--- src/sv/box_blur_3x3_zero_pad_core_defines.svh ---
// Assertion macros shared by the 3x3 box blur RTL.
// Each macro expects aclk and aresetn in the scope where it is used.
`ifndef BOX_BLUR_3X3_ZERO_PAD_CORE_DEFINES_SVH
`define BOX_BLUR_3X3_ZERO_PAD_CORE_DEFINES_SVH

// Condition holds at every clock edge out of reset.
`define BB_ASSERT_ALWAYS(label, cond, msg) \
    label: assert property (@(posedge aclk) disable iff (!aresetn) (cond)) else $error(msg);

// Consequence holds in the same cycle as the antecedent.
`define BB_ASSERT_IMPLY(label, ante, cons, msg) \
    label: assert property (@(posedge aclk) disable iff (!aresetn) (ante) |-> (cons)) \
        else $error(msg);

// Consequence holds in the cycle after the antecedent.
`define BB_ASSERT_NEXT(label, ante, cons, msg) \
    label: assert property (@(posedge aclk) disable iff (!aresetn) (ante) |=> (cons)) \
        else $error(msg);

`endif

--- src/sv/bblur3_pkg.sv ---
// Shared constants, codes and request types of the 3x3 box blur core.
// No dependencies; every other RTL file refers to it by scoped names.
`default_nettype none

package bblur3_pkg;

    localparam int MAX_WIDTH  = 1024;
    localparam int MAX_HEIGHT = 1024;

    localparam int PIX_W     = 8;
    localparam int CFG_W     = 11;
    localparam int CFG_IDX_W = 1;

    // Column and row positions, and dimension values that may equal the maximum
    localparam int COL_W  = $clog2(MAX_WIDTH);
    localparam int ROW_W  = $clog2(MAX_HEIGHT);
    localparam int WDIM_W = $clog2(MAX_WIDTH + 1);
    localparam int HDIM_W = $clog2(MAX_HEIGHT + 1);

    // Line memory: one word per column, one byte lane per row slot
    localparam int ROW_SLOTS = 4;
    localparam int LANE_W    = $clog2(ROW_SLOTS);
    localparam int WORD_W    = ROW_SLOTS * PIX_W;

    // Nine 8-bit taps plus rounding bias; divide by nine as (x * 3641) >> 15
    localparam int SUM_W      = 12;
    localparam int ROUND_BIAS = 4;
    localparam int DIV9_MUL   = 3641;
    localparam int DIV9_MUL_W = 12;
    localparam int DIV9_SHIFT = 15;
    localparam int PROD_W     = SUM_W + DIV9_MUL_W;

    localparam int RESET_WIDTH  = 64;
    localparam int RESET_HEIGHT = 64;

    // Result queue
    localparam int OQ_DEPTH = 4;
    localparam int OQ_PTR_W = $clog2(OQ_DEPTH);
    localparam int OQ_CNT_W = $clog2(OQ_DEPTH + 1);

    localparam logic CMD_PIXEL = 1'b0;
    localparam logic CMD_DRAIN = 1'b1;

    localparam logic [CFG_IDX_W-1:0] REG_IMAGE_WIDTH  = CFG_IDX_W'(0);
    localparam logic [CFG_IDX_W-1:0] REG_IMAGE_HEIGHT = CFG_IDX_W'(1);

    // Pixel write into the line memory
    typedef struct packed {
        logic              vld;
        logic [COL_W-1:0]  col;
        logic [LANE_W-1:0] lane;
        logic [PIX_W-1:0]  data;
    } wr_req_t;

    // Neighborhood fetch for one result: center column and the one to its right
    typedef struct packed {
        logic              vld;
        logic              last;
        logic [COL_W-1:0]  col_a;
        logic [COL_W-1:0]  col_b;
        logic [LANE_W-1:0] lane_up;
        logic [LANE_W-1:0] lane_mid;
        logic [LANE_W-1:0] lane_dn;
        logic              up_ok;
        logic              dn_ok;
        logic              lf_ok;
        logic              rt_ok;
    } rd_req_t;

endpackage

`default_nettype wire

--- src/sv/bblur3_outq.sv ---
// Result queue of the box blur: holds finished results for the master port and
// counts outstanding results to throttle the input side. Uses bblur3_pkg.
`default_nettype none

module bblur3_outq (
    input  wire logic                         aclk,
    input  wire logic                         aresetn,
    input  wire logic                         emit,
    input  wire logic                         res_vld,
    input  wire logic                         res_last,
    input  wire logic [bblur3_pkg::PIX_W-1:0] res_data,
    output logic                              s_ready,
    output logic                              m_tvalid,
    input  wire logic                         m_tready,
    output logic [bblur3_pkg::PIX_W-1:0]      m_tdata,
    output logic                              m_tlast
);

    `include "box_blur_3x3_zero_pad_core_defines.svh"

    logic [bblur3_pkg::PIX_W:0]      q_mem [bblur3_pkg::OQ_DEPTH];
    logic [bblur3_pkg::OQ_PTR_W-1:0] wr_ptr_reg, wr_ptr_next;
    logic [bblur3_pkg::OQ_PTR_W-1:0] rd_ptr_reg, rd_ptr_next;
    logic [bblur3_pkg::OQ_CNT_W-1:0] fill_reg, fill_next;
    logic [bblur3_pkg::OQ_CNT_W-1:0] pending_reg, pending_next;
    logic                            m_xfer;

    always_comb begin
        m_tvalid = (fill_reg != '0);
        m_tlast  = q_mem[rd_ptr_reg][bblur3_pkg::PIX_W];
        m_tdata  = q_mem[rd_ptr_reg][bblur3_pkg::PIX_W-1:0];
        m_xfer   = m_tvalid && m_tready;
        // Every outstanding result owns a queue slot, so the queue never overflows
        s_ready  = aresetn && (pending_reg < bblur3_pkg::OQ_CNT_W'(bblur3_pkg::OQ_DEPTH));

        wr_ptr_next  = res_vld ? wr_ptr_reg + bblur3_pkg::OQ_PTR_W'(1) : wr_ptr_reg;
        rd_ptr_next  = m_xfer ? rd_ptr_reg + bblur3_pkg::OQ_PTR_W'(1) : rd_ptr_reg;
        fill_next    = fill_reg + bblur3_pkg::OQ_CNT_W'(res_vld)
                       - bblur3_pkg::OQ_CNT_W'(m_xfer);
        pending_next = pending_reg + bblur3_pkg::OQ_CNT_W'(emit)
                       - bblur3_pkg::OQ_CNT_W'(m_xfer);
    end

    always_ff @(posedge aclk) begin
        if (res_vld) begin
            q_mem[wr_ptr_reg] <= {res_last, res_data};
        end
    end

    always_ff @(posedge aclk) begin
        if (!aresetn) begin
            wr_ptr_reg  <= '0;
            rd_ptr_reg  <= '0;
            fill_reg    <= '0;
            pending_reg <= '0;
        end else begin
            wr_ptr_reg  <= wr_ptr_next;
            rd_ptr_reg  <= rd_ptr_next;
            fill_reg    <= fill_next;
            pending_reg <= pending_next;
        end
    end

    `BB_ASSERT_IMPLY(a_oq_no_overflow, res_vld,
        fill_reg < bblur3_pkg::OQ_CNT_W'(bblur3_pkg::OQ_DEPTH),
        "result written into a full queue")
    `BB_ASSERT_ALWAYS(a_oq_fill_le_pending, fill_reg <= pending_reg,
        "more queued results than outstanding results")
    `BB_ASSERT_ALWAYS(a_oq_pending_bound,
        pending_reg <= bblur3_pkg::OQ_CNT_W'(bblur3_pkg::OQ_DEPTH),
        "more outstanding results than queue slots")

endmodule

`default_nettype wire

--- config.mk ---
export PLATFORM = sky130hd
export DESIGN_NAME = bblur3_outq
export DESIGN_NICKNAME = d
export VERILOG_FILES = /design/src/sv/bblur3_pkg.sv /design/src/sv/bblur3_outq.sv
export VERILOG_INCLUDE_DIRS = /design/src /design/src/sv
export SDC_FILE = /design/constraint.sdc
export NUM_CORES = 1
export LEC_CHECK = 0
export ABC_AREA = 1
export BUFFER_PORTS_ARGS = -buffer_cell sky130_fd_sc_hd__buf_4
export CAP_MARGIN = 10
export CORE_UTILIZATION = 27
export DETAILED_ROUTE_END_ITERATION = 6
export PLACE_DENSITY = 0.5
export SYNTH_ARGS = -nofsm -noshare
export SYNTH_HDL_FRONTEND = slang
export SYNTH_SLANG_ARGS = --single-unit
--- constraint.sdc ---
create_clock -name aclk -period 2.6 [get_ports aclk]
set_input_delay 0.52 -clock aclk [delete_from_list [all_inputs] [get_ports aclk]]
set_output_delay 0.52 -clock aclk [all_outputs]
set_load 0.05 [all_outputs]
==> flow_metrics.env <==
export IMPL_synthAdderAreaFrac=0.0679
export IMPL_avgSynthCellArea_sq_um=12.4
export IMPL_port_buffers=24
export IMPL_final_common_cell="edfxtp_1"
export IMPL_synth_top_area_share=0.524
export IMPL_areaGrowthSynthToFinish_pct=19.5
export IMPL_route_detailed_drc=0
export IMPL_cts_inserted_buffers=5
export IMPL_grt_usage=0.0988
export IMPL_fillers=732
export IMPL_die_width_um=89.4
export IMPL_mostFrequentLayoutCells="edfxtp_1 (36), buf_4 (25), inv_1 (22), o21ai_0 (18), nand2_1 (17)"
export IMPL_htree_levels=2
export IMPL_rsz0062_at_grt="false"
export IMPL_synth_compound_area_frac=0.123
export IMPL_synth_cell_area_sq_mm=0.00206
export IMPL_cp_start_kind="flip-flop"
export IMPL_initial_core_util=0.281
export IMPL_worst_pin_slew_ns=0.441
export IMPL_fin_crit_sh=0.811
export IMPL_grt_pass1_wl_um=5710
export IMPL_gp_congestion=0.653
export IMPL_clock_skew_ns=0.0110
export IMPL_fin_setup_tns_ns=0
export IMPL_grt_overflow_total=0
export IMPL_powerDensity_mw_per_mm2=997
export IMPL_yosys_area_top_type="edfxtp_1"
export IMPL_p_leak_nw=0.982
export IMPL_multi_input_area_sq_um=601
export IMPL_yosys_top_cells_area="edfxtp_1 (52%), dfxtp_1 (12%), o22ai_2 (5.5%)"
export IMPL_cp_data_required_time_ns=2.08
export IMPL_antenna_found_initial=0
export IMPL_ioPinCount=25
export IMPL_ff_latch_area_sq_mm=0.00132
export IMPL_hold_class="primary input to flip-flop"
export IMPL_endpoint_kind="output pin"
export IMPL_drt_initial_drc_count=52
export IMPL_ys_warn_count=0
export IMPL_first_pass_iters=4
export IMPL_setup_viol=0
export IMPL_final_antenna_net_count=0
export IMPL_hold_ws_ns=0.412
export IMPL_die_area_sq_mm=0.00800
export IMPL_coreArea_sq_mm=0.00733
export IMPL_cts_resized=0
export IMPL_synth_top_family_by_area="compound AO/OA/AOI/OAI gates"
export IMPL_synthXorXnorAreaFrac=0
export IMPL_layout_nets=219
export IMPL_path_class="flip-flop to output pin"
export IMPL_syn_num_nets=191
export IMPL_cts_sinks=48
export IMPL_slew_violations=0
export IMPL_synth_cells=167
export IMPL_critical_path_arrival_ns=1.59
export IMPL_outcome="complete, no violations"
export IMPL_grt_pass1_vias=1169
export IMPL_slew_headroom=0.706
export IMPL_postCtsSetupRepairBufs=0
export IMPL_cts_max_path_buffers=2
export IMPL_cts_hold_buf=0
export IMPL_synth_seq_area_share=0.640
export IMPL_grt_max_degree=20
export IMPL_fmax_mhz=474
export IMPL_cts_tree="yes"
export IMPL_cts_root_buffer="clkbuf_8"
export IMPL_n_antenna_cell=0
export IMPL_period_needed_ns=2.11
export IMPL_critPathMaxFanout=10
export IMPL_rows=31
export IMPL_clk_latency_ns=0.30
export IMPL_vias=1217
export IMPL_path_clk_slew_ns=0.09
export IMPL_reg2reg_slack_ns=0.71
export IMPL_largest_reg_flops=36
export IMPL_fin_util=0.336
export IMPL_ir_worst_vdd_uv=375
export IMPL_dp_hpwl_um=2260
export IMPL_synth_mux_area_frac=0
export IMPL_synth_cell_type_count=21
export IMPL_hold_viol=0
export IMPL_synth_ff_latch_count=48
export IMPL_synthSimpleGateAreaFrac=0.100
export IMPL_die_y_um=89.4
export IMPL_wl_um=3480
export IMPL_wl_per_cell_um=11.8
export IMPL_final_layout_size_suffix_gt1_frac=0.281
export IMPL_max_cap_violations=0
export IMPL_avgViaCountPerCell=4.13
-- cells in the mapped netlist, drive strengths merged --
cell,number
inv,23
fa,2
nand3b,1
a21oi,6
nand2,18
ha,8
nand3,2
o22ai,9
edfxtp,36
a21boi,1
o21ai,20
dfxtp,12
buf,4
nor2,25
-- per-stage QoR --
stage | setup WS (ns) | power (mW) | instances | instance area, sq um
after detailed placement | 0.530 | 1.85 | 287 | 2330
after floorplan | 0.699 | 1.65 | 167 | 2060
after global routing | 0.329 | 2.62 | 295 | 2460
final | 0.491 | 2.46 | 295 | 2460
after global placement | 0.560 | 1.84 | 287 | 2330
after CTS | 0.428 | 2.50 | 295 | 2460
-- final cells by class --
class,count,share of cell area
flip-flops and latches,48,0.536
multi-input cells,92,0.244
repair buffers,25,0.0761
well taps,99,0.0503
inverters,23,0.0381
clock buffers,5,0.0279
clock inverters,3,0.0279
-- final timing paths --
kind                     to           from  cells after the start
max              m_tdata[0]      flip-flop                      4
max reg2reg  pending_reg[2]    fill_reg[1]                      8
min reg2reg   rd_ptr_reg[0]  rd_ptr_reg[0]                      2
min             q_mem[3][4]    res_data[4]                      1
-- logic make-up (layout without fill, tap and decap cells) --
logic type	Yosys count	count (layout)
compound gates	36	36
fa+ha+maj	10	10
flops	48	48
buf+inv	27	56
simple gates	46	46
-- per-layer routing --
metal	GRT usage	wire, um	vias up
li1	-	-	623
met1	0.118	1590	567
met2	0.168	1720	23
met3	0.0369	137	4
met4	0.0260	30	0
met5	0	0	-
-- worst max-delay path, stage by stage, from the launching register on --
cell	delay, ns
dfxtp_1	0.56
inv_1	0.27
o21ai_0	0.18
o22ai_2	0.09
buf_4	0.20
-- report_power, final --
part,total (mW),leakage [nW],switching [mW],internal (mW)
clock,0.644,0.0687,0.257,0.387
combinational,0.871,0.483,0.586,0.285
sequential,0.942,0.430,0.0379,0.904
total,2.46,0.982,0.881,1.58
(Power assumes the default switching activity.)
