`config.mk`:
```
export PLATFORM = sky130hd
export DESIGN_NAME = bblur3_window
export DESIGN_NICKNAME = d
export VERILOG_FILES = /design/src/sv/box_blur_3x3_zero_pad_core_defines.svh /design/src/sv/bblur3_pkg.sv /design/src/sv/bblur3_window.sv
export SDC_FILE = /design/constraint.sdc
export NUM_CORES = 1
export LEC_CHECK = 0
export ABC_AREA = 1
export ABC_CLOCK_PERIOD_IN_PS = 5420
export BUFFER_PORTS_ARGS = -buffer_cell sky130_fd_sc_hd__buf_2
export CAP_MARGIN = 10
export CORE_MARGIN = 3
export CORE_UTILIZATION = 25
export DETAILED_ROUTE_END_ITERATION = 8
export GPL_ROUTABILITY_DRIVEN = 0
export GPL_TIMING_DRIVEN = 1
export SETUP_SLACK_MARGIN = 0.3
export SYNTH_ARGS = -nofsm -noshare
export SYNTH_HDL_FRONTEND = slang
export SYNTH_SLANG_ARGS = --single-unit
```
`constraint.sdc`:
```
create_clock -name aclk -period 5.42 [get_ports aclk]
set_input_delay 0.271 -clock aclk [delete_from_list [all_inputs] [get_ports aclk]]
set_output_delay 0.271 -clock aclk [all_outputs]
set_load 0.02 [all_outputs]
```
`src/sv/box_blur_3x3_zero_pad_core_defines.svh`:
```
// Assertion macros shared by the 3x3 box blur RTL.
// Each macro expects aclk and aresetn in the scope where it is used.
`ifndef BOX_BLUR_3X3_ZERO_PAD_CORE_DEFINES_SVH
`define BOX_BLUR_3X3_ZERO_PAD_CORE_DEFINES_SVH

// Condition holds at every clock edge out of reset.
`define BB_ASSERT_ALWAYS(label, cond, msg) \
    label: assert property (@(posedge aclk) disable iff (!aresetn) (cond)) else $error(msg);

// Consequence holds in the same cycle as the antecedent.
`define BB_ASSERT_IMPLY(label, ante, cons, msg) \
    label: assert property (@(posedge aclk) disable iff (!aresetn) (ante) |-> (cons)) \
        else $error(msg);

// Consequence holds in the cycle after the antecedent.
`define BB_ASSERT_NEXT(label, ante, cons, msg) \
    label: assert property (@(posedge aclk) disable iff (!aresetn) (ante) |=> (cons)) \
        else $error(msg);

`endif

```
`src/sv/bblur3_pkg.sv`:
```
// Shared constants, codes and request types of the 3x3 box blur core.
// No dependencies; every other RTL file refers to it by scoped names.
`default_nettype none

package bblur3_pkg;

    localparam int MAX_WIDTH  = 1024;
    localparam int MAX_HEIGHT = 1024;

    localparam int PIX_W     = 8;
    localparam int CFG_W     = 11;
    localparam int CFG_IDX_W = 1;

    // Column and row positions, and dimension values that may equal the maximum
    localparam int COL_W  = $clog2(MAX_WIDTH);
    localparam int ROW_W  = $clog2(MAX_HEIGHT);
    localparam int WDIM_W = $clog2(MAX_WIDTH + 1);
    localparam int HDIM_W = $clog2(MAX_HEIGHT + 1);

    // Line memory: one word per column, one byte lane per row slot
    localparam int ROW_SLOTS = 4;
    localparam int LANE_W    = $clog2(ROW_SLOTS);
    localparam int WORD_W    = ROW_SLOTS * PIX_W;

    // Nine 8-bit taps plus rounding bias; divide by nine as (x * 3641) >> 15
    localparam int SUM_W      = 12;
    localparam int ROUND_BIAS = 4;
    localparam int DIV9_MUL   = 3641;
    localparam int DIV9_MUL_W = 12;
    localparam int DIV9_SHIFT = 15;
    localparam int PROD_W     = SUM_W + DIV9_MUL_W;

    localparam int RESET_WIDTH  = 64;
    localparam int RESET_HEIGHT = 64;

    // Result queue
    localparam int OQ_DEPTH = 4;
    localparam int OQ_PTR_W = $clog2(OQ_DEPTH);
    localparam int OQ_CNT_W = $clog2(OQ_DEPTH + 1);

    localparam logic CMD_PIXEL = 1'b0;
    localparam logic CMD_DRAIN = 1'b1;

    localparam logic [CFG_IDX_W-1:0] REG_IMAGE_WIDTH  = CFG_IDX_W'(0);
    localparam logic [CFG_IDX_W-1:0] REG_IMAGE_HEIGHT = CFG_IDX_W'(1);

    // Pixel write into the line memory
    typedef struct packed {
        logic              vld;
        logic [COL_W-1:0]  col;
        logic [LANE_W-1:0] lane;
        logic [PIX_W-1:0]  data;
    } wr_req_t;

    // Neighborhood fetch for one result: center column and the one to its right
    typedef struct packed {
        logic              vld;
        logic              last;
        logic [COL_W-1:0]  col_a;
        logic [COL_W-1:0]  col_b;
        logic [LANE_W-1:0] lane_up;
        logic [LANE_W-1:0] lane_mid;
        logic [LANE_W-1:0] lane_dn;
        logic              up_ok;
        logic              dn_ok;
        logic              lf_ok;
        logic              rt_ok;
    } rd_req_t;

endpackage

`default_nettype wire

```
`src/sv/bblur3_window.sv`:
```
// Neighborhood assembly and averaging of the box blur: forwards the same-cycle
// write, masks out-of-frame taps, sums nine taps and divides by nine. Uses bblur3_pkg.
`default_nettype none

module bblur3_window (
    input  wire logic                          aclk,
    input  wire logic                          aresetn,
    input  wire bblur3_pkg::rd_req_t           rd_req,
    input  wire bblur3_pkg::wr_req_t           wr_req,
    input  wire logic [bblur3_pkg::WORD_W-1:0] mem_a_data,
    input  wire logic [bblur3_pkg::WORD_W-1:0] mem_b_data,
    output logic                               res_vld,
    output logic                               res_last,
    output logic [bblur3_pkg::PIX_W-1:0]       res_data
);

    bblur3_pkg::rd_req_t          req_reg;
    bblur3_pkg::wr_req_t          fwd_reg;
    logic [bblur3_pkg::SUM_W-1:0] sum_reg, sum_next;
    logic                         s1_vld_reg;
    logic                         s1_last_reg;
    logic [bblur3_pkg::PIX_W-1:0] left_reg [3];

    logic [bblur3_pkg::WORD_W-1:0] word_a, word_b;
    logic [bblur3_pkg::PIX_W-1:0]  tap_a [3];
    logic [bblur3_pkg::PIX_W-1:0]  tap_b [3];
    logic [bblur3_pkg::PIX_W-1:0]  tap_l [3];
    logic [bblur3_pkg::LANE_W-1:0] lanes [3];
    logic                          row_ok [3];
    logic [bblur3_pkg::PROD_W-1:0] prod;

    // The memory returns data from before this cycle's write; patch that lane in
    function automatic logic [bblur3_pkg::WORD_W-1:0] fwd_merge(
        input logic [bblur3_pkg::WORD_W-1:0] word,
        input bblur3_pkg::wr_req_t           wr,
        input logic [bblur3_pkg::COL_W-1:0]  col
    );
        logic [bblur3_pkg::WORD_W-1:0] r;
        r = word;
        if (wr.vld && (wr.col == col)) begin
            r[wr.lane*bblur3_pkg::PIX_W +: bblur3_pkg::PIX_W] = wr.data;
        end
        return r;
    endfunction

    always_comb begin
        word_a = fwd_merge(mem_a_data, fwd_reg, req_reg.col_a);
        word_b = fwd_merge(mem_b_data, fwd_reg, req_reg.col_b);

        lanes[0]  = req_reg.lane_up;
        lanes[1]  = req_reg.lane_mid;
        lanes[2]  = req_reg.lane_dn;
        row_ok[0] = req_reg.up_ok;
        row_ok[1] = 1'b1;
        row_ok[2] = req_reg.dn_ok;

        sum_next = bblur3_pkg::SUM_W'(bblur3_pkg::ROUND_BIAS);
        for (int i = 0; i < 3; i++) begin
            tap_a[i] = row_ok[i] ? word_a[lanes[i]*bblur3_pkg::PIX_W +: bblur3_pkg::PIX_W] : '0;
            tap_b[i] = (row_ok[i] && req_reg.rt_ok) ?
                       word_b[lanes[i]*bblur3_pkg::PIX_W +: bblur3_pkg::PIX_W] : '0;
            tap_l[i] = req_reg.lf_ok ? left_reg[i] : '0;
            sum_next = sum_next + bblur3_pkg::SUM_W'(tap_a[i]) + bblur3_pkg::SUM_W'(tap_b[i])
                       + bblur3_pkg::SUM_W'(tap_l[i]);
        end

        prod     = bblur3_pkg::PROD_W'(sum_reg) * bblur3_pkg::PROD_W'(bblur3_pkg::DIV9_MUL);
        res_data = prod[bblur3_pkg::DIV9_SHIFT +: bblur3_pkg::PIX_W];
        res_vld  = s1_vld_reg;
        res_last = s1_last_reg;
    end

    always_ff @(posedge aclk) begin
        if (!aresetn) begin
            req_reg    <= '0;
            fwd_reg    <= '0;
            s1_vld_reg <= 1'b0;
        end else begin
            req_reg    <= rd_req;
            fwd_reg    <= wr_req;
            s1_vld_reg <= req_reg.vld;
        end
        sum_reg     <= sum_next;
        s1_last_reg <= req_reg.last;
        // Center column becomes the left column of the next result
        if (req_reg.vld) begin
            for (int i = 0; i < 3; i++) begin
                left_reg[i] <= tap_a[i];
            end
        end
    end

endmodule

`default_nettype wire

```
==> results.sh <==
export IMPL_wl_mm=34.6
export IMPL_hold_class="in2reg"
export IMPL_synth_area_leaders="fa_1 17%, dfxtp_1 13%, nand2_1 12%, inv_1 10%, ha_1 9.8%"
export IMPL_regToRegStartpoint="fwd_reg[11]"
export IMPL_cp_common_cell="nand2_1"
export IMPL_initial_utilization_pct=25.7
export IMPL_timing_max_cap_violations=0
export IMPL_synth_edff_count=24
export IMPL_reg2reg_depth=29
export IMPL_ys_types=39
export IMPL_holdPathStages=3
export IMPL_cts_tree="built"
export IMPL_hold_viol=0
export IMPL_portBuffers=128
export IMPL_largest_register_ffs=26
export IMPL_place_inst=2111
export IMPL_cp_arrival_ns=5.41
export IMPL_use_met2_pct=24.7
export IMPL_cts_max_level=3
export IMPL_ioPinCount=129
export IMPL_worst_slew_pin_slew_ns=1.16
export IMPL_finalInstanceArea_sq_um=13000
export IMPL_dp_hpwl_mm=27.1
export IMPL_crit_type="reg2reg"
export IMPL_synth_top_family_by_area="simple AND/OR/NAND/NOR gates"
export IMPL_status="finished clean"
export IMPL_synthMuxAreaShare_pct=0
export IMPL_rsz0062_at_grt="yes"
export IMPL_die_h_microns=209
export IMPL_grtUsageMet3_pct=3.35
export IMPL_grt_use_met1_pct=19.9
export IMPL_rows=73
export IMPL_die_area_sq_um=43700
export IMPL_clock_skew_ns=0.00916
export IMPL_min_to="fwd_reg[3]"
export IMPL_synth_top_cell_area_share_pct=16.5
export IMPL_grt_overflow=0
export IMPL_clk_latency_ns=0.35
export IMPL_synth_compound_area_share_pct=9.75
export IMPL_ant_nets=0
export IMPL_synthFlopType="dfxtp_1"
export IMPL_synth_commonest_cells="334 x nand2_1, 286 x inv_1, 187 x nand3_1"
export IMPL_critPathLaunchType="register"
export IMPL_synth_seq_cells=91
export IMPL_r2r_end="sum_reg[10]"
export IMPL_grt_pass1_vias=10700
export IMPL_synth_simple_gate_area_share_pct=28.3
export IMPL_relSlewSlack_pct=22.8
export IMPL_min_from="wr_req[3]"
export IMPL_ys_seq_area_share_pct=20.0
export IMPL_drc_errors=0
export IMPL_area_growth_pct=26.2
export IMPL_crit_path_end_kind="register"
export IMPL_worst_r2r_setup_slack_ns=0.26
export IMPL_period_needed_ns=5.16
export IMPL_clk_pin_slew_ns=0.07
export IMPL_crit_fanout=8
export IMPL_synth_most_common_cell="nand2_1"
export IMPL_antenna_diode_count=0
export IMPL_syn_nets=1758
export IMPL_die_x_microns=209
export IMPL_fmax_ghz=0.194
export IMPL_num_vias=10500
export IMPL_cts_path_max_buffers=2
export IMPL_coreArea_sq_um=40200
export IMPL_wire_per_inst_microns=16.0
export IMPL_cp_required_ns=5.67
export IMPL_syn_area_sq_um=10300
export IMPL_grt_usage_pct=15.7
export IMPL_synth_xor_area_share_pct=1.70
export IMPL_numCtsBuffers=9
export IMPL_yosys_area_top_type="fa_1"
export IMPL_synthAdderAreaFrac_pct=26.3
export IMPL_yosys_warnings=0
export IMPL_cts_root_buffer="clkbuf_16"
export IMPL_setup_viol=0
export IMPL_maxSlewViolCount=0
export IMPL_viasPerCell=4.85
export IMPL_period_share_pct=95.3
export IMPL_grt_first_pass_wirelength_mm=55.0
export IMPL_drtIter0Drc=849
export IMPL_dr_pass1_iters=6
export IMPL_antenna_found_initial=3
export IMPL_syn_inst=1473
export IMPL_grt_max_degree=55
export IMPL_busiest_layer="met2"
export IMPL_drive_above_1_share_pct=24.1
export IMPL_critPathMaxStageDelay_ns=0.52
export IMPL_fin_nets=1913
export IMPL_clock_sinks=91
export IMPL_crit_path_top_delay_cell="fa_1"
export IMPL_fin_cells=2158
export IMPL_placement_cell_area_sq_um=11900
export IMPL_synthArstFlopShare_pct=0
export IMPL_avgSynthCellArea_sq_um=7.00
-- worst max-delay path: cells and delay by family (launching register included) --
kind	cells	cell delay, ns
AOI/OAI and AO/OA	4	0.45
buffers and inverters	6	0.53
DFF	1	0.34
adders and majority gates	5	2.32
xor gates and xnor gates	1	0.16
and+or+nand+nor	13	1.25
-- cell families (layout without fill, tap and decap cells) --
| family | Yosys count | in the layout |
|---|---|---|
| buf+inv | 361 | 521 |
| flops | 91 | 91 |
| compound gates | 159 | 159 |
| simple gates | 676 | 676 |
| xor+xnor | 20 | 20 |
| fa+ha+maj | 166 | 166 |
-- repair_timing --
item | in CTS | in global routing
resized for setup | 114 | 60
gates cloned | 5 | 0
hold buffers | 0 | 0
setup buffers | 21 | 5
setup endpoints to repair | 7 | 11
pin swaps | 70 | 48
-- worst max path at each step --
| stage | from | to | slack, ns | cells past startpoint |
|---|---|---|---|---|
| after floorplan | fwd_reg[8] | sum_reg[10] | 0.30 | 28 |
| after global placement | fwd_reg[11] | sum_reg[10] | 0.04 | 29 |
| after detailed placement | fwd_reg[11] | sum_reg[10] | -0.09 | 30 |
| after CTS | fwd_reg[11] | sum_reg[10] | 0.27 | 30 |
| after global routing | fwd_reg[13] | sum_reg[10] | -0.04 | 30 |
| final | fwd_reg[11] | sum_reg[10] | 0.26 | 29 |
-- per-stage QoR --
| step | utilization [%] | setup WS (ns) | TNS (ns) | hold WS (ns) |
|---|---|---|---|---|
| final | 32.4 | 0.257 | 0 | 0.0969 |
| after global routing | 32.4 | -0.0436 | -0.0436 | 0.0891 |
| after CTS | 31.8 | 0.270 | 0 | 0.0882 |
| after detailed placement | 29.5 | -0.0880 | -0.0880 | 0.315 |
| after global placement | 29.5 | 0.0447 | 0 | 0.316 |
| after floorplan | - | 0.302 | 0 | 0.310 |
-- metal layers --
metal,share of wire [%],wire [microns]
met3,7.7,2670
met4,6.4,2200
met1,42,14700
met2,43,15000
met5,0.064,22
-- layout by cell type, fill, tap and decap left out, types with 9 or more instances in the layout --
cell | netlist | routed
dfxtp_2 | 0 | 19
a21oi_1 | 32 | 29
nor2_4 | 1 | 14
nor2_2 | 2 | 22
nand4_1 | 33 | 33
fa_1 | 85 | 77
nand2_1 | 334 | 314
inv_2 | 1 | 22
edfxtp_1 | 24 | 24
o21ai_0 | 32 | 23
buf_2 | 15 | 128
buf_4 | 10 | 63
nand3_1 | 187 | 164
o21ai_1 | 12 | 12
ha_1 | 81 | 71
nor2_1 | 107 | 74
clkbuf_16 | 0 | 9
nand3_2 | 1 | 21
inv_1 | 286 | 263
o211ai_1 | 72 | 72
nand2_2 | 0 | 19
xor2_1 | 14 | 14
dfxtp_1 | 67 | 46
buf_6 | 3 | 14
-- final cells by class --
class,instances,area [sq um]
fill,4306,27200
clock buffer,9,225
inverter,289,1090
sequential,91,2090
tap,525,657
timing repair buffer,216,1500
multi-input combinational,1021,7370
clock inverter,7,73.8
Power is left out: the tool's default activity adds up to more than one toggle a clock period on the data nets, which glitch-free logic cannot reach.
