[config.mk]
export PLATFORM = sky130hd
export DESIGN_NAME = bblur3_ctrl
export DESIGN_NICKNAME = d
export VERILOG_FILES = /design/src/sv/bblur3_pkg.sv /design/src/sv/bblur3_ctrl.sv
export VERILOG_INCLUDE_DIRS = /design/src /design/src/sv
export SDC_FILE = /design/constraint.sdc
export NUM_CORES = 1
export LEC_CHECK = 0
export BUFFER_PORTS_ARGS = -buffer_cell sky130_fd_sc_hd__buf_2
export CELL_PAD_IN_SITES_DETAIL_PLACEMENT = 1
export CELL_PAD_IN_SITES_GLOBAL_PLACEMENT = 2
export CORE_MARGIN = 2
export CORE_UTILIZATION = 30
export CTS_CLUSTER_DIAMETER = 60
export CTS_CLUSTER_SIZE = 30
export DETAILED_ROUTE_END_ITERATION = 6
export PLACE_DENSITY_LB_ADDON = 0.15
export SYNTH_ARGS = -nofsm -noshare
export SYNTH_HDL_FRONTEND = slang
export SYNTH_SLANG_ARGS = --single-unit
export TNS_END_PERCENT = 100
[constraint.sdc]
create_clock -name aclk -period 6.4 [get_ports aclk]
set_clock_uncertainty 0.2 [all_clocks]
set_input_delay 0.32 -clock aclk [delete_from_list [all_inputs] [get_ports aclk]]
set_output_delay 0.32 -clock aclk [all_outputs]
set_load 0.02 [all_outputs]
[src/sv/box_blur_3x3_zero_pad_core_defines.svh]
// Assertion macros shared by the 3x3 box blur RTL.
// Each macro expects aclk and aresetn in the scope where it is used.
`ifndef BOX_BLUR_3X3_ZERO_PAD_CORE_DEFINES_SVH
`define BOX_BLUR_3X3_ZERO_PAD_CORE_DEFINES_SVH

// Condition holds at every clock edge out of reset.
`define BB_ASSERT_ALWAYS(label, cond, msg) \
    label: assert property (@(posedge aclk) disable iff (!aresetn) (cond)) else $error(msg);

// Consequence holds in the same cycle as the antecedent.
`define BB_ASSERT_IMPLY(label, ante, cons, msg) \
    label: assert property (@(posedge aclk) disable iff (!aresetn) (ante) |-> (cons)) \
        else $error(msg);

// Consequence holds in the cycle after the antecedent.
`define BB_ASSERT_NEXT(label, ante, cons, msg) \
    label: assert property (@(posedge aclk) disable iff (!aresetn) (ante) |=> (cons)) \
        else $error(msg);

`endif

[src/sv/bblur3_pkg.sv]
// Shared constants, codes and request types of the 3x3 box blur core.
// No dependencies; every other RTL file refers to it by scoped names.
`default_nettype none

package bblur3_pkg;

    localparam int MAX_WIDTH  = 1024;
    localparam int MAX_HEIGHT = 1024;

    localparam int PIX_W     = 8;
    localparam int CFG_W     = 11;
    localparam int CFG_IDX_W = 1;

    // Column and row positions, and dimension values that may equal the maximum
    localparam int COL_W  = $clog2(MAX_WIDTH);
    localparam int ROW_W  = $clog2(MAX_HEIGHT);
    localparam int WDIM_W = $clog2(MAX_WIDTH + 1);
    localparam int HDIM_W = $clog2(MAX_HEIGHT + 1);

    // Line memory: one word per column, one byte lane per row slot
    localparam int ROW_SLOTS = 4;
    localparam int LANE_W    = $clog2(ROW_SLOTS);
    localparam int WORD_W    = ROW_SLOTS * PIX_W;

    // Nine 8-bit taps plus rounding bias; divide by nine as (x * 3641) >> 15
    localparam int SUM_W      = 12;
    localparam int ROUND_BIAS = 4;
    localparam int DIV9_MUL   = 3641;
    localparam int DIV9_MUL_W = 12;
    localparam int DIV9_SHIFT = 15;
    localparam int PROD_W     = SUM_W + DIV9_MUL_W;

    localparam int RESET_WIDTH  = 64;
    localparam int RESET_HEIGHT = 64;

    // Result queue
    localparam int OQ_DEPTH = 4;
    localparam int OQ_PTR_W = $clog2(OQ_DEPTH);
    localparam int OQ_CNT_W = $clog2(OQ_DEPTH + 1);

    localparam logic CMD_PIXEL = 1'b0;
    localparam logic CMD_DRAIN = 1'b1;

    localparam logic [CFG_IDX_W-1:0] REG_IMAGE_WIDTH  = CFG_IDX_W'(0);
    localparam logic [CFG_IDX_W-1:0] REG_IMAGE_HEIGHT = CFG_IDX_W'(1);

    // Pixel write into the line memory
    typedef struct packed {
        logic              vld;
        logic [COL_W-1:0]  col;
        logic [LANE_W-1:0] lane;
        logic [PIX_W-1:0]  data;
    } wr_req_t;

    // Neighborhood fetch for one result: center column and the one to its right
    typedef struct packed {
        logic              vld;
        logic              last;
        logic [COL_W-1:0]  col_a;
        logic [COL_W-1:0]  col_b;
        logic [LANE_W-1:0] lane_up;
        logic [LANE_W-1:0] lane_mid;
        logic [LANE_W-1:0] lane_dn;
        logic              up_ok;
        logic              dn_ok;
        logic              lf_ok;
        logic              rt_ok;
    } rd_req_t;

endpackage

`default_nettype wire

[src/sv/bblur3_ctrl.sv]
// Position tracking of the box blur: input and result counters, frame size
// registers, line memory writes and neighborhood fetch requests. Uses bblur3_pkg.
`default_nettype none

module bblur3_ctrl (
    input  wire logic                             aclk,
    input  wire logic                             aresetn,
    input  wire logic                             cfg_wr_en,
    input  wire logic [bblur3_pkg::CFG_IDX_W-1:0] cfg_wr_index,
    input  wire logic [bblur3_pkg::CFG_W-1:0]     cfg_wr_data,
    input  wire logic                             item_xfer,
    input  wire logic                             item_cmd,
    input  wire logic [bblur3_pkg::PIX_W-1:0]     item_pixel,
    output bblur3_pkg::wr_req_t                   wr_req,
    output bblur3_pkg::rd_req_t                   rd_req,
    output logic                                  emit
);

    `include "box_blur_3x3_zero_pad_core_defines.svh"

    logic [bblur3_pkg::WDIM_W-1:0] eff_w_reg, eff_w_next;
    logic [bblur3_pkg::HDIM_W-1:0] eff_h_reg, eff_h_next;
    logic [bblur3_pkg::COL_W-1:0]  in_col_reg, in_col_next;
    logic [bblur3_pkg::HDIM_W-1:0] in_row_reg, in_row_next;
    logic [bblur3_pkg::COL_W-1:0]  out_col_reg, out_col_next;
    logic [bblur3_pkg::ROW_W-1:0]  out_row_reg, out_row_next;

    logic [bblur3_pkg::WDIM_W-1:0] col_inc;
    logic                          col_wrap;
    logic                          pix;
    logic [bblur3_pkg::COL_W-1:0]  rcv_col;
    logic [bblur3_pkg::HDIM_W-1:0] rcv_row;
    logic [bblur3_pkg::WDIM_W-1:0] ocol_inc;
    logic [bblur3_pkg::HDIM_W-1:0] orow_inc;
    logic                          dn_ok;
    logic                          rt_ok;
    logic [bblur3_pkg::WDIM_W-1:0] need_col;
    logic [bblur3_pkg::HDIM_W-1:0] need_row;
    logic                          ready;
    logic                          frame_end;
    logic [bblur3_pkg::LANE_W-1:0] lane_mid;

    // Zero acts as one, anything above the maximum as the maximum
    function automatic int clamp_dim(input logic [bblur3_pkg::CFG_W-1:0] v, input int max_v);
        int r;
        r = int'(v);
        if (r == 0) begin
            r = 1;
        end else if (r > max_v) begin
            r = max_v;
        end
        return r;
    endfunction

    always_comb begin
        col_inc  = bblur3_pkg::WDIM_W'(in_col_reg) + bblur3_pkg::WDIM_W'(1);
        col_wrap = (col_inc == eff_w_reg);
        pix      = item_xfer && (item_cmd == bblur3_pkg::CMD_PIXEL) && (in_row_reg < eff_h_reg);

        // Input position after this item's pixel is stored
        rcv_col = in_col_reg;
        rcv_row = in_row_reg;
        if (pix) begin
            if (col_wrap) begin
                rcv_col = '0;
                rcv_row = in_row_reg + bblur3_pkg::HDIM_W'(1);
            end else begin
                rcv_col = col_inc[bblur3_pkg::COL_W-1:0];
            end
        end

        ocol_inc = bblur3_pkg::WDIM_W'(out_col_reg) + bblur3_pkg::WDIM_W'(1);
        orow_inc = bblur3_pkg::HDIM_W'(out_row_reg) + bblur3_pkg::HDIM_W'(1);
        rt_ok    = (ocol_inc < eff_w_reg);
        dn_ok    = (orow_inc < eff_h_reg);

        // Last pixel the next result depends on, clipped to the frame
        need_col = rt_ok ? ocol_inc : bblur3_pkg::WDIM_W'(out_col_reg);
        need_row = dn_ok ? orow_inc : bblur3_pkg::HDIM_W'(out_row_reg);
        ready    = (rcv_row > need_row) ||
                   ((rcv_row == need_row) && (bblur3_pkg::WDIM_W'(rcv_col) > need_col));
        // A pixel past the end of the frame is dropped and releases nothing
        emit      = item_xfer && ready &&
                    !((item_cmd == bblur3_pkg::CMD_PIXEL) && (in_row_reg >= eff_h_reg));
        frame_end = !rt_ok && !dn_ok;
        lane_mid  = out_row_reg[bblur3_pkg::LANE_W-1:0];
    end

    always_comb begin
        wr_req.vld  = pix;
        wr_req.col  = in_col_reg;
        wr_req.lane = in_row_reg[bblur3_pkg::LANE_W-1:0];
        wr_req.data = item_pixel;

        rd_req.vld      = emit;
        rd_req.last     = frame_end;
        rd_req.col_a    = out_col_reg;
        rd_req.col_b    = ocol_inc[bblur3_pkg::COL_W-1:0];
        rd_req.lane_up  = lane_mid - bblur3_pkg::LANE_W'(1);
        rd_req.lane_mid = lane_mid;
        rd_req.lane_dn  = lane_mid + bblur3_pkg::LANE_W'(1);
        rd_req.up_ok    = (out_row_reg != '0);
        rd_req.dn_ok    = dn_ok;
        rd_req.lf_ok    = (out_col_reg != '0);
        rd_req.rt_ok    = rt_ok;
    end

    always_comb begin
        eff_w_next   = eff_w_reg;
        eff_h_next   = eff_h_reg;
        in_col_next  = in_col_reg;
        in_row_next  = in_row_reg;
        out_col_next = out_col_reg;
        out_row_next = out_row_reg;
        if (cfg_wr_en) begin
            case (cfg_wr_index)
                bblur3_pkg::REG_IMAGE_WIDTH: begin
                    eff_w_next   = bblur3_pkg::WDIM_W'(clamp_dim(cfg_wr_data,
                                                                 bblur3_pkg::MAX_WIDTH));
                    in_col_next  = '0;
                    in_row_next  = '0;
                    out_col_next = '0;
                    out_row_next = '0;
                end
                bblur3_pkg::REG_IMAGE_HEIGHT: begin
                    eff_h_next   = bblur3_pkg::HDIM_W'(clamp_dim(cfg_wr_data,
                                                                 bblur3_pkg::MAX_HEIGHT));
                    in_col_next  = '0;
                    in_row_next  = '0;
                    out_col_next = '0;
                    out_row_next = '0;
                end
                default: begin
                end
            endcase
        end else if (emit && frame_end) begin
            // Frame done: restart every counter
            in_col_next  = '0;
            in_row_next  = '0;
            out_col_next = '0;
            out_row_next = '0;
        end else begin
            in_col_next = rcv_col;
            in_row_next = rcv_row;
            if (emit) begin
                if (rt_ok) begin
                    out_col_next = ocol_inc[bblur3_pkg::COL_W-1:0];
                end else begin
                    out_col_next = '0;
                    out_row_next = orow_inc[bblur3_pkg::ROW_W-1:0];
                end
            end
        end
    end

    always_ff @(posedge aclk) begin
        if (!aresetn) begin
            eff_w_reg   <= bblur3_pkg::WDIM_W'(bblur3_pkg::RESET_WIDTH);
            eff_h_reg   <= bblur3_pkg::HDIM_W'(bblur3_pkg::RESET_HEIGHT);
            in_col_reg  <= '0;
            in_row_reg  <= '0;
            out_col_reg <= '0;
            out_row_reg <= '0;
        end else begin
            eff_w_reg   <= eff_w_next;
            eff_h_reg   <= eff_h_next;
            in_col_reg  <= in_col_next;
            in_row_reg  <= in_row_next;
            out_col_reg <= out_col_next;
            out_row_reg <= out_row_next;
        end
    end

    `BB_ASSERT_ALWAYS(a_ctl_in_pos_range,
        bblur3_pkg::WDIM_W'(in_col_reg) < eff_w_reg && in_row_reg <= eff_h_reg,
        "input position outside frame")
    `BB_ASSERT_ALWAYS(a_ctl_out_pos_range,
        bblur3_pkg::WDIM_W'(out_col_reg) < eff_w_reg && bblur3_pkg::HDIM_W'(out_row_reg) < eff_h_reg,
        "result position outside frame")
    `BB_ASSERT_NEXT(a_ctl_frame_restart, emit && frame_end,
        in_row_reg == '0 && in_col_reg == '0 && out_row_reg == '0 && out_col_reg == '0,
        "counters not cleared after last result of frame")

endmodule

`default_nettype wire

==> impl_metrics.env, run 1 <==
export IMPL_status="completed"
export IMPL_clock_sinks=63
export IMPL_place_congestion=0.784
export IMPL_p_int_mw=0.802
export IMPL_combPwrFrac_pct=12.2
export IMPL_core_region_area_um2=17300
export IMPL_grt_usage_pct=19.1
export IMPL_r2r_slack_ns=0.48
export IMPL_p_leak_nw=2.54
export IMPL_max_freq_mhz=164
export IMPL_drtIter0Drc=176
export IMPL_worstSetupPathType="flop to primary output"
export IMPL_die_width_um=137
export IMPL_first_pass_iters=4
export IMPL_whs_ns=0.0900
export IMPL_swShare_pct=26.2
export IMPL_cts_tree="yes"
export IMPL_synth_ff_type="dfxtp_1"
export IMPL_drt_total_wl_mm=17.3
export IMPL_yosysSeqAreaShare_pct=23.7
export IMPL_syn_cell_area_um2=5320
export IMPL_synth_area_leaders="dfxtp_1, ha_1, a21oi_1, xnor2_1, nand2_1"
export IMPL_synth_edff_count=0
export IMPL_clk_latency_ns=0.34
export IMPL_min_period_over_period_pct=95.5
export IMPL_portBuffers=62
export IMPL_maxSlewHeadroom_pct=25.6
export IMPL_cts_setup_buffers=0
export IMPL_cts_buffers=9
export IMPL_cts_repair_resized=0
export IMPL_drv_cap=0
export IMPL_hold_path_class="input pin to flop"
export IMPL_syn_nets=774
export IMPL_yosys_area_top_type="dfxtp_1"
export IMPL_area_growth_pct=12.3
export IMPL_crit_path_start_kind="flop"
export IMPL_peakVddDrop_mv=0.112
export IMPL_fillCellCount=2125
export IMPL_syn_inst=690
export IMPL_tightest_slew_ns=1.11
export IMPL_antenna_cells=0
export IMPL_rows=48
export IMPL_seqCellArea_um2=1260
export IMPL_crit_path_end_kind="primary output"
export IMPL_rsz0062_at_grt="no"
export IMPL_antenna_found_initial=0
export IMPL_drc=0
export IMPL_switching_power_mw=0.284
export IMPL_ys_types=59
export IMPL_tns_ns=0
export IMPL_htree_num_levels=3
export IMPL_fin_crit_ns=6.11
export IMPL_setup_violations=0
export IMPL_drive_gt1_share_pct=13.5
export IMPL_multi_input_area_um2=3620
export IMPL_clk_pin_slew_ns=0.06
export IMPL_synth_seq_cells=63
export IMPL_slew_violations=0
export IMPL_arrival_ns=5.59
export IMPL_routed_via_density=5.27
export IMPL_grt_pass1_vias=5076
export IMPL_synth_avg_cell_area_um2=7.71
export IMPL_yosysTopAreaCellShare_pct=23.7
export IMPL_power_frac_clock_pct=50.7
export IMPL_cp_required_ns=5.88
export IMPL_io_pin_count=79
export IMPL_dp_hpwl_mm=13.4
export IMPL_wl_per_cell_um=18.5
export IMPL_grt_pass1_wl_mm=27.8
export IMPL_initial_utilization_pct=30.8
export IMPL_hold_buffers=0
export IMPL_synth_async_reset_ratio_pct=0
export IMPL_die_area_um2=18800
export IMPL_clockRootBuffer="clkbuf_16"
export IMPL_hold_viol_final=0
export IMPL_critPathMaxFanout=13
export IMPL_ant_nets=0
export IMPL_die_y_um=137
export IMPL_final_nets=792
export IMPL_grt_ovfl_total=0
export IMPL_clock_path_buffers=2
export IMPL_seq_power_share_pct=37.2
export IMPL_vias=4932
export IMPL_grt_max_degree=28
export IMPL_yosys_warnings=0
export IMPL_power_density_nw_per_um2=182
## layer usage
layer | GRT usage [%] | vias to the layer above | wire length [um]
li1 | - | 2458 | -
met1 | 24.6 | 2386 | 7980
met2 | 33.4 | 70 | 8540
met3 | 1.99 | 18 | 454
met4 | 5.90 | 0 | 301
met5 | 0 | - | 0
## per-stage QoR
step	utilization (%)	area (um2)	power (mW)	cells	setup slack [ns]
3_5_place_dp	32.7	5650	0.545	922	0.383
3_3_place_gp	32.7	5650	0.542	922	0.367
5_1_grt	34.5	5980	1.13	936	0.0288
2_1_floorplan	-	5320	0.509	690	0.687
6_report	34.5	5980	1.09	936	0.288
4_1_cts	34.5	5970	1.10	936	0.118
## power groups by stage
stage               logic [mW]  clock network, mW  registers [mW]
floorplan               0.0981                  0           0.411
global placement         0.130                  0           0.412
detailed placement       0.133                  0           0.412
CTS                      0.134              0.567           0.403
global route             0.148              0.579           0.404
finish                   0.132              0.550           0.403
## kinds of logic (layout without fill, tap and decap cells)
kind of cell	Yosys count	count (layout)	synth area share (%)
mux	5	5	0.964
buf+inv	97	118	8.65
fa+ha+maj	59	59	13.9
xor+xnor	50	50	8.23
simple gates	259	259	26.1
compound gates	157	157	18.5
flops	63	63	23.7
## Yosys cell counts, types with 2 or more instances
| library cell | number |
|---|---|
| xnor2_1 | 28 |
| xor2_1 | 22 |
| a31o_2 | 2 |
| and3_1 | 10 |
| o21ai_0 | 32 |
| o311ai_0 | 8 |
| a211o_1 | 5 |
| nor2_1 | 36 |
| ha_1 | 59 |
| nor4_1 | 5 |
| or4_1 | 6 |
| a21boi_0 | 3 |
| nand2_1 | 63 |
| nor3_1 | 12 |
| and4_1 | 2 |
| o21a_1 | 2 |
| dfxtp_1 | 63 |
| clkbuf_1 | 32 |
| mux2i_1 | 4 |
| nand4_1 | 15 |
| nand4b_1 | 2 |
| nand2b_1 | 5 |
| a22o_1 | 2 |
| nor3b_1 | 17 |
| inv_1 | 34 |
| o41ai_1 | 3 |
| buf_2 | 5 |
| nand3b_1 | 4 |
| or2_2 | 3 |
| o211ai_1 | 6 |
| buf_4 | 22 |
| a211oi_1 | 5 |
| o31ai_1 | 3 |
| a21o_1 | 8 |
| a21oi_1 | 61 |
| nor2b_1 | 35 |
| nand3_1 | 25 |
| buf_1 | 2 |
| or3_1 | 7 |
| and2_1 | 7 |
| a31oi_1 | 7 |
## cells in the final DEF, fill, tap and decap left out, types with 4 or more instances in the layout
master,netlist,routed
a211o_1,5,5
a211oi_1,5,5
a21o_1,8,8
a21oi_1,61,61
a31oi_1,7,7
and2_1,7,7
and3_1,10,10
buf_2,5,62
buf_4,22,7
clkbuf_16,0,9
dfxtp_1,63,63
ha_1,59,59
inv_1,34,34
mux2i_1,4,4
nand2_1,63,63
nand2b_1,5,5
nand3_1,25,25
nand3b_1,4,4
nand4_1,15,15
nor2_1,36,35
nor2b_1,35,35
nor3_1,12,12
nor3b_1,17,17
nor4_1,5,5
o211ai_1,6,6
o21ai_0,32,32
o311ai_0,8,8
or3_1,7,7
or4_1,6,6
xnor2_1,28,28
xor2_1,22,22
## final timing paths
path / start / end / cells past startpoint
min reg2reg: eff_h_reg[10] / eff_h_reg[10] / 2
max reg2reg: out_col_reg[2] / out_row_reg[7] / 21
max: out_col_reg[2] / emit / 20
min: cfg_wr_index / eff_h_reg[10] / 3
## area by class of cell
type,instances,share of cell area [%]
clock buffer,11,4.23
inverter,35,2.22
clock inverter,3,1.13
timing repair buffer,69,6.07
sequential,63,21.1
multi-input combinational,530,60.5
tap,225,4.71
## worst max-delay path, stage by stage (launching register included)
cell	delay (ns)
dfxtp_1	0.56
and3_1	0.29
nand3_1	0.22
nor2_2	0.28
nand3_1	0.15
xnor2_1	0.39
ha_1	0.33
nand4_1	0.11
nor2_1	0.06
a2111o_1	0.62
clkinv_2	0.28
nand2_1	0.09
xor2_1	0.15
ha_1	0.21
a21o_1	0.18
a21oi_1	0.22
nand2b_1	0.08
o31a_1	0.34
o211ai_1	0.39
nor2_1	0.10
buf_2	0.18
Power figures use the tool's default switching activity.
==> inputs of run 2 (changes only) <==
--- a/config.mk
+++ b/config.mk
@@ -14,6 +14,7 @@
 export CTS_CLUSTER_DIAMETER = 60
 export CTS_CLUSTER_SIZE = 30
 export DETAILED_ROUTE_END_ITERATION = 6
+export MAX_ROUTING_LAYER = met4
 export PLACE_DENSITY_LB_ADDON = 0.15
 export SYNTH_ARGS = -nofsm -noshare
 export SYNTH_HDL_FRONTEND = slang
==> run 2 against run 1 <==
Effect of this change: flip-flop and latch count unchanged; register-to-register slack is essentially flat; global-route usage grew 0.56 points; power barely moved; cell count unchanged; design area is the same; first-iteration DRC count rose by 17%; critical path type unchanged; largest cell class unchanged.
==> impl_metrics.env, run 2 (synthesized netlist as in run 1, its figures left out) <==
export IMPL_finalInstanceArea_um2=5980
export IMPL_die_y_um=137
export IMPL_ant_nets=0
export IMPL_routed_via_density=5.27
export IMPL_drive_gt1_share_pct=13.5
export IMPL_final_util_pct=34.5
export IMPL_r2r_slack_ns=0.48
export IMPL_tightest_slew_ns=1.11
export IMPL_max_freq_mhz=164
export IMPL_drc=0
export IMPL_dp_cells=922
export IMPL_critPathMaxStageDelay_ns=0.62
export IMPL_area_growth_pct=12.3
export IMPL_min_period_over_period_pct=95.4
export IMPL_pre_cts_ws_ns=0.383
export IMPL_dp_hpwl_mm=13.4
export IMPL_power_density_nw_per_um2=182
export IMPL_clk_pin_slew_ns=0.06
export IMPL_worstHoldEndpoint="eff_h_reg[10]"
export IMPL_crit_chain="and3_1, nand3_1, nor2_2, nand3_1, xnor2_1, ha_1, nand4_1, nor2_1, a2111o_1, clkinv_2, nand2_1, xor2_1, ha_1, a21o_1, a21oi_1, nand2b_1, o31a_1, o211ai_1, nor2_1, buf_2"
export IMPL_slowest_stage="a2111o_1"
export IMPL_layout_common_cells="nand2_1, dfxtp_1, buf_2"
export IMPL_total_power_mw=1.09
export IMPL_tns_ns=0
export IMPL_min_delay_start="cfg_wr_index"
export IMPL_r2r_cells=21
export IMPL_clockRootBuffer="clkbuf_16"
export IMPL_place_congestion=0.795
export IMPL_initial_utilization_pct=30.8
export IMPL_clk_latency_ns=0.34
export IMPL_wl_per_cell_um=18.5
export IMPL_grt_usage_pct=19.7
export IMPL_worst_slack_ns=0.295
export IMPL_rsz0062_at_grt="no"
export IMPL_crit_start="out_col_reg[2]"
export IMPL_die_width_um=137
export IMPL_htree_num_levels=3
export IMPL_status="completed"
export IMPL_cp_required_ns=5.88
export IMPL_rows=48
export IMPL_slew_violations=0
export IMPL_final_nets=792
export IMPL_first_pass_iters=4
export IMPL_fillCellCount=2125
export IMPL_grt_ovfl_total=0
export IMPL_setup_violations=0
export IMPL_maxSlewHeadroom_pct=26.1
export IMPL_place_area_um2=5650
export IMPL_grt_pass1_wl_mm=27.7
export IMPL_io_pin_count=79
export IMPL_crit_path_end_kind="primary output"
export IMPL_antenna_found_initial=0
export IMPL_cts_tree="yes"
export IMPL_r2r_end="out_row_reg[7]"
export IMPL_peakVddDrop_mv=0.111
export IMPL_die_area_um2=18800
export IMPL_fin_crit_ns=6.11
export IMPL_holdPathStages=3
export IMPL_hold_path_class="input pin to flop"
export IMPL_drtIter0Drc=206
export IMPL_arrival_ns=5.59
export IMPL_hold_buffers=0
export IMPL_drv_cap=0
export IMPL_antenna_cells=0
export IMPL_clock_path_buffers=2
export IMPL_hold_viol_final=0
export IMPL_r2r_start="out_col_reg[2]"
export IMPL_portBuffers=62
export IMPL_p_leak_nw=2.54
export IMPL_grt_pass1_vias=5074
export IMPL_worstSetupPathType="flop to primary output"
export IMPL_fin_cells=936
export IMPL_grt_max_degree=28
export IMPL_drt_total_wl_mm=17.3
export IMPL_cts_buffers=9
export IMPL_vias=4930
export IMPL_core_region_area_um2=17300
export IMPL_whs_ns=0.0904
export IMPL_critPathMaxFanout=13
export IMPL_clock_sinks=63
export IMPL_crit_path_start_kind="flop"
==> run 2: cell counts in the layout (fill, tap and decap cells not counted) <==
Identical to the previous run, type by type.
==> run 2: worst max-delay path by stage <==
stage,endpoint,slack (ns),depth (start not counted)
6_report,emit,0.29,20
5_1_grt,rd_req[31],0.02,20
4_1_cts,emit,0.12,20
3_5_place_dp,out_row_reg[4],0.38,20
3_3_place_gp,out_row_reg[2],0.37,21
2_1_floorplan,rd_req[31],0.69,23
==> run 2: area by class of cell <==
class                           instances  area [um2]  area share (%)
Clock buffer                           11         253            4.23
Clock inverter                          3        67.6            1.13
Inverter                               35         133            2.22
Multi-Input combinational cell        530        3620            60.5
Sequential cell                        63        1260            21.1
Tap cell                              225         282            4.71
Timing Repair Buffer                   69         363            6.07
==> run 2: worst max-delay path: cells and delay by family, from the launching register on <==
kind / cells / cell delay [ns]
adders and majority gates: 2 / 0.54
xor gates and xnor gates: 2 / 0.55
buffers and inverters: 2 / 0.46
DFF: 1 / 0.56
AOI/OAI and AO/OA: 5 / 1.74
and+or+nand+nor: 9 / 1.37
==> run 2: what timing repair did <==
action | in CTS | in global routing
resized for setup | 0 | 2
setup endpoints to repair | 0 | 5
buffers inserted | 0 | 0
==> run 2: where the power goes <==
group	internal, mW	switching, mW	total, mW
Combinational	0.0457	0.0866	0.132
Sequential	0.398	0.00563	0.403
Clock	0.358	0.193	0.551
==> run 2: routing by layer <==
metal / track usage [%] / routed length, um / up-vias
met5: - / 0 / -
met4: 5.90 / 276 / 0
met3: 1.91 / 412 / 20
met2: 33.4 / 8550 / 70
met1: 24.7 / 8070 / 2378
li1: - / - / 2462
==> inputs of run 3 (changes only) <==
--- a/config.mk
+++ b/config.mk
@@ -10,7 +10,7 @@
 export CELL_PAD_IN_SITES_DETAIL_PLACEMENT = 1
 export CELL_PAD_IN_SITES_GLOBAL_PLACEMENT = 2
 export CORE_MARGIN = 2
-export CORE_UTILIZATION = 30
+export CORE_UTILIZATION = 34
 export CTS_CLUSTER_DIAMETER = 60
 export CTS_CLUSTER_SIZE = 30
 export DETAILED_ROUTE_END_ITERATION = 6
==> run 3 against run 2 <==
Effect of this change: power is 3.5% lower; clock-buffer cell count is 2 lower; register-to-register slack better by 0.15 ns; die area is 11% lower; sequential share of layout area is 0.070 points higher; via count is 0.39% higher; clock power is 6.7% lower; design area is 0.23% lower; first-iteration DRC count is 10% higher; largest cell class unchanged; largest power group unchanged; highest routed layer unchanged.
==> impl_metrics.env, run 3 (synthesized netlist as in run 1, its figures left out) <==
export IMPL_min_period_over_period_pct=92.0
export IMPL_cts_buffers=9
export IMPL_initial_utilization_pct=34.9
export IMPL_clockRootBuffer="clkbuf_16"
export IMPL_area_growth_pct=12.0
export IMPL_drtIter0Drc=227
export IMPL_pre_cts_ws_ns=0.285
export IMPL_drv_cap=0
export IMPL_core_region_area_um2=15300
export IMPL_die_area_um2=16700
export IMPL_slew_violations=0
export IMPL_die_width_um=129
export IMPL_status="completed"
export IMPL_grt_pass1_wl_mm=27.7
export IMPL_worstSetupPathType="flop to primary output"
export IMPL_die_y_um=129
export IMPL_grt_pass1_vias=5138
export IMPL_grt_usage_pct=22.1
export IMPL_hold_viol_final=0
export IMPL_clk_pin_slew_ns=0.06
export IMPL_layout_common_cells="nand2_1, dfxtp_1, buf_2"
export IMPL_drive_gt1_share_pct=14.1
export IMPL_routed_via_density=5.35
export IMPL_r2r_end="out_col_reg[6]"
export IMPL_place_congestion=0.860
export IMPL_rsz0062_at_grt="no"
export IMPL_hold_path_class="input pin to flop"
export IMPL_drt_total_wl_mm=17.2
export IMPL_endpoint="emit"
export IMPL_vias=4949
export IMPL_crit_path_end_kind="primary output"
export IMPL_antenna_cells=0
export IMPL_cts_tree="yes"
export IMPL_tightest_slew_ns=1.35
export IMPL_min_delay_start="cfg_wr_index"
export IMPL_arrival_ns=5.37
export IMPL_r2r_cells=16
export IMPL_portBuffers=62
export IMPL_clock_sinks=63
export IMPL_cp_required_ns=5.88
export IMPL_dp_hpwl_mm=13.3
export IMPL_p_leak_nw=2.55
export IMPL_clock_path_buffers=2
export IMPL_fin_crit_ns=5.89
export IMPL_io_pin_count=79
export IMPL_max_freq_mhz=170
export IMPL_ant_nets=0
export IMPL_first_pass_iters=4
export IMPL_seqCellArea_um2=1260
export IMPL_setup_violations=0
export IMPL_final_nets=793
export IMPL_fillCellCount=1896
export IMPL_crit_start="out_col_reg[0]"
export IMPL_worst_slack_ns=0.513
export IMPL_rows=45
export IMPL_crit_path_start_kind="flop"
export IMPL_layout_commonest_cell="nand2_1"
export IMPL_cts_setup_buffers=0
export IMPL_antenna_found_initial=0
export IMPL_r2r_start="in_col_reg[0]"
export IMPL_htree_num_levels=3
export IMPL_grt_ovfl_total=0
export IMPL_grt_max_degree=28
export IMPL_wl_per_cell_um=18.6
export IMPL_drc=0
export IMPL_multi_input_area_um2=3630
export IMPL_power_density_nw_per_um2=176
export IMPL_tns_ns=0
export IMPL_critPathMaxFanout=20
export IMPL_maxSlewHeadroom_pct=10.1
export IMPL_peakVddDrop_mv=0.118
export IMPL_clk_latency_ns=0.35
export IMPL_r2r_slack_ns=0.63
## run 3: changes by cell type in the layout (fill, tap and decap cells not counted), sizes merged
cell      delta
buf          +1
bufinv       -1
clkbuf       -2
clkinv       +2
clkinvlp     +1
inv          +2
## run 3: metrics by stage
step	util, %	hold WS, ns	instances	total power [mW]	cell area, um2
5_1_grt	39.1	0.101	925	1.09	5960
3_3_place_gp	37.0	0.263	909	0.539	5640
2_1_floorplan	-	0.243	690	0.509	5320
4_1_cts	38.9	0.0863	925	1.06	5940
6_report	39.1	0.0926	925	1.05	5960
3_5_place_dp	37.0	0.266	909	0.542	5640
## run 3: critical path, cell delays in order, from the launching register on
cell	delay [ns]
dfxtp_1	0.43
ha_1	0.31
nand4_1	0.14
nor2_1	0.30
nand2_1	0.15
xnor2_1	0.21
ha_1	0.28
a21o_1	0.18
a21oi_1	0.15
nor2b_1	0.06
a2111o_1	0.40
buf_4	0.21
nor2_1	0.14
xnor2_1	0.14
ha_1	0.27
a21o_1	0.16
a21oi_1	0.22
nand2b_1	0.08
o31a_1	0.32
o211ai_1	0.30
buf_4	0.32
nor2_1	0.08
buf_2	0.16
## run 3: area by class of cell
class	count	share of cell area [%]
Clock buffer	9	3.78
Multi-Input combinational cell	530	60.9
Inverter	35	2.25
Tap cell	211	4.43
Timing Repair Buffer	70	6.21
Clock inverter	7	1.22
Sequential cell	63	21.2
## run 3: routing by layer
layer / part of all wire, % / GRT usage (%) / vias up
li1: - / - / 2471
met1: 46 / 27.1 / 2378
met2: 49 / 37.0 / 80
met3: 3.1 / 3.92 / 20
met4: 2.0 / 6.65 / 0
met5: 0 / - / -
## run 3: power breakdown
group	total, mW	internal, mW	leakage, nW	switching (mW)
combinational	0.131	0.0454	1.90	0.0853
clock	0.514	0.302	0.142	0.212
sequential	0.404	0.398	0.510	0.00616
total	1.05	0.745	2.55	0.303
## run 3: worst min path at each step
stage	slack [ns]	depth (start not counted)	endpoint
CTS	0.09	3	eff_h_reg[10]
finish	0.09	3	eff_h_reg[10]
floorplan	0.24	2	eff_h_reg[10]
global route	0.10	3	eff_h_reg[10]
detailed placement	0.27	2	eff_h_reg[10]
global placement	0.26	2	eff_h_reg[10]
## run 3: repair_timing
| item | 4_1_cts | 5_1_grt |
|---|---|---|
| resized for setup | 0 | 6 |
| endpoints found under the setup margin | 0 | 31 |
| hold buffers | 0 | 0 |
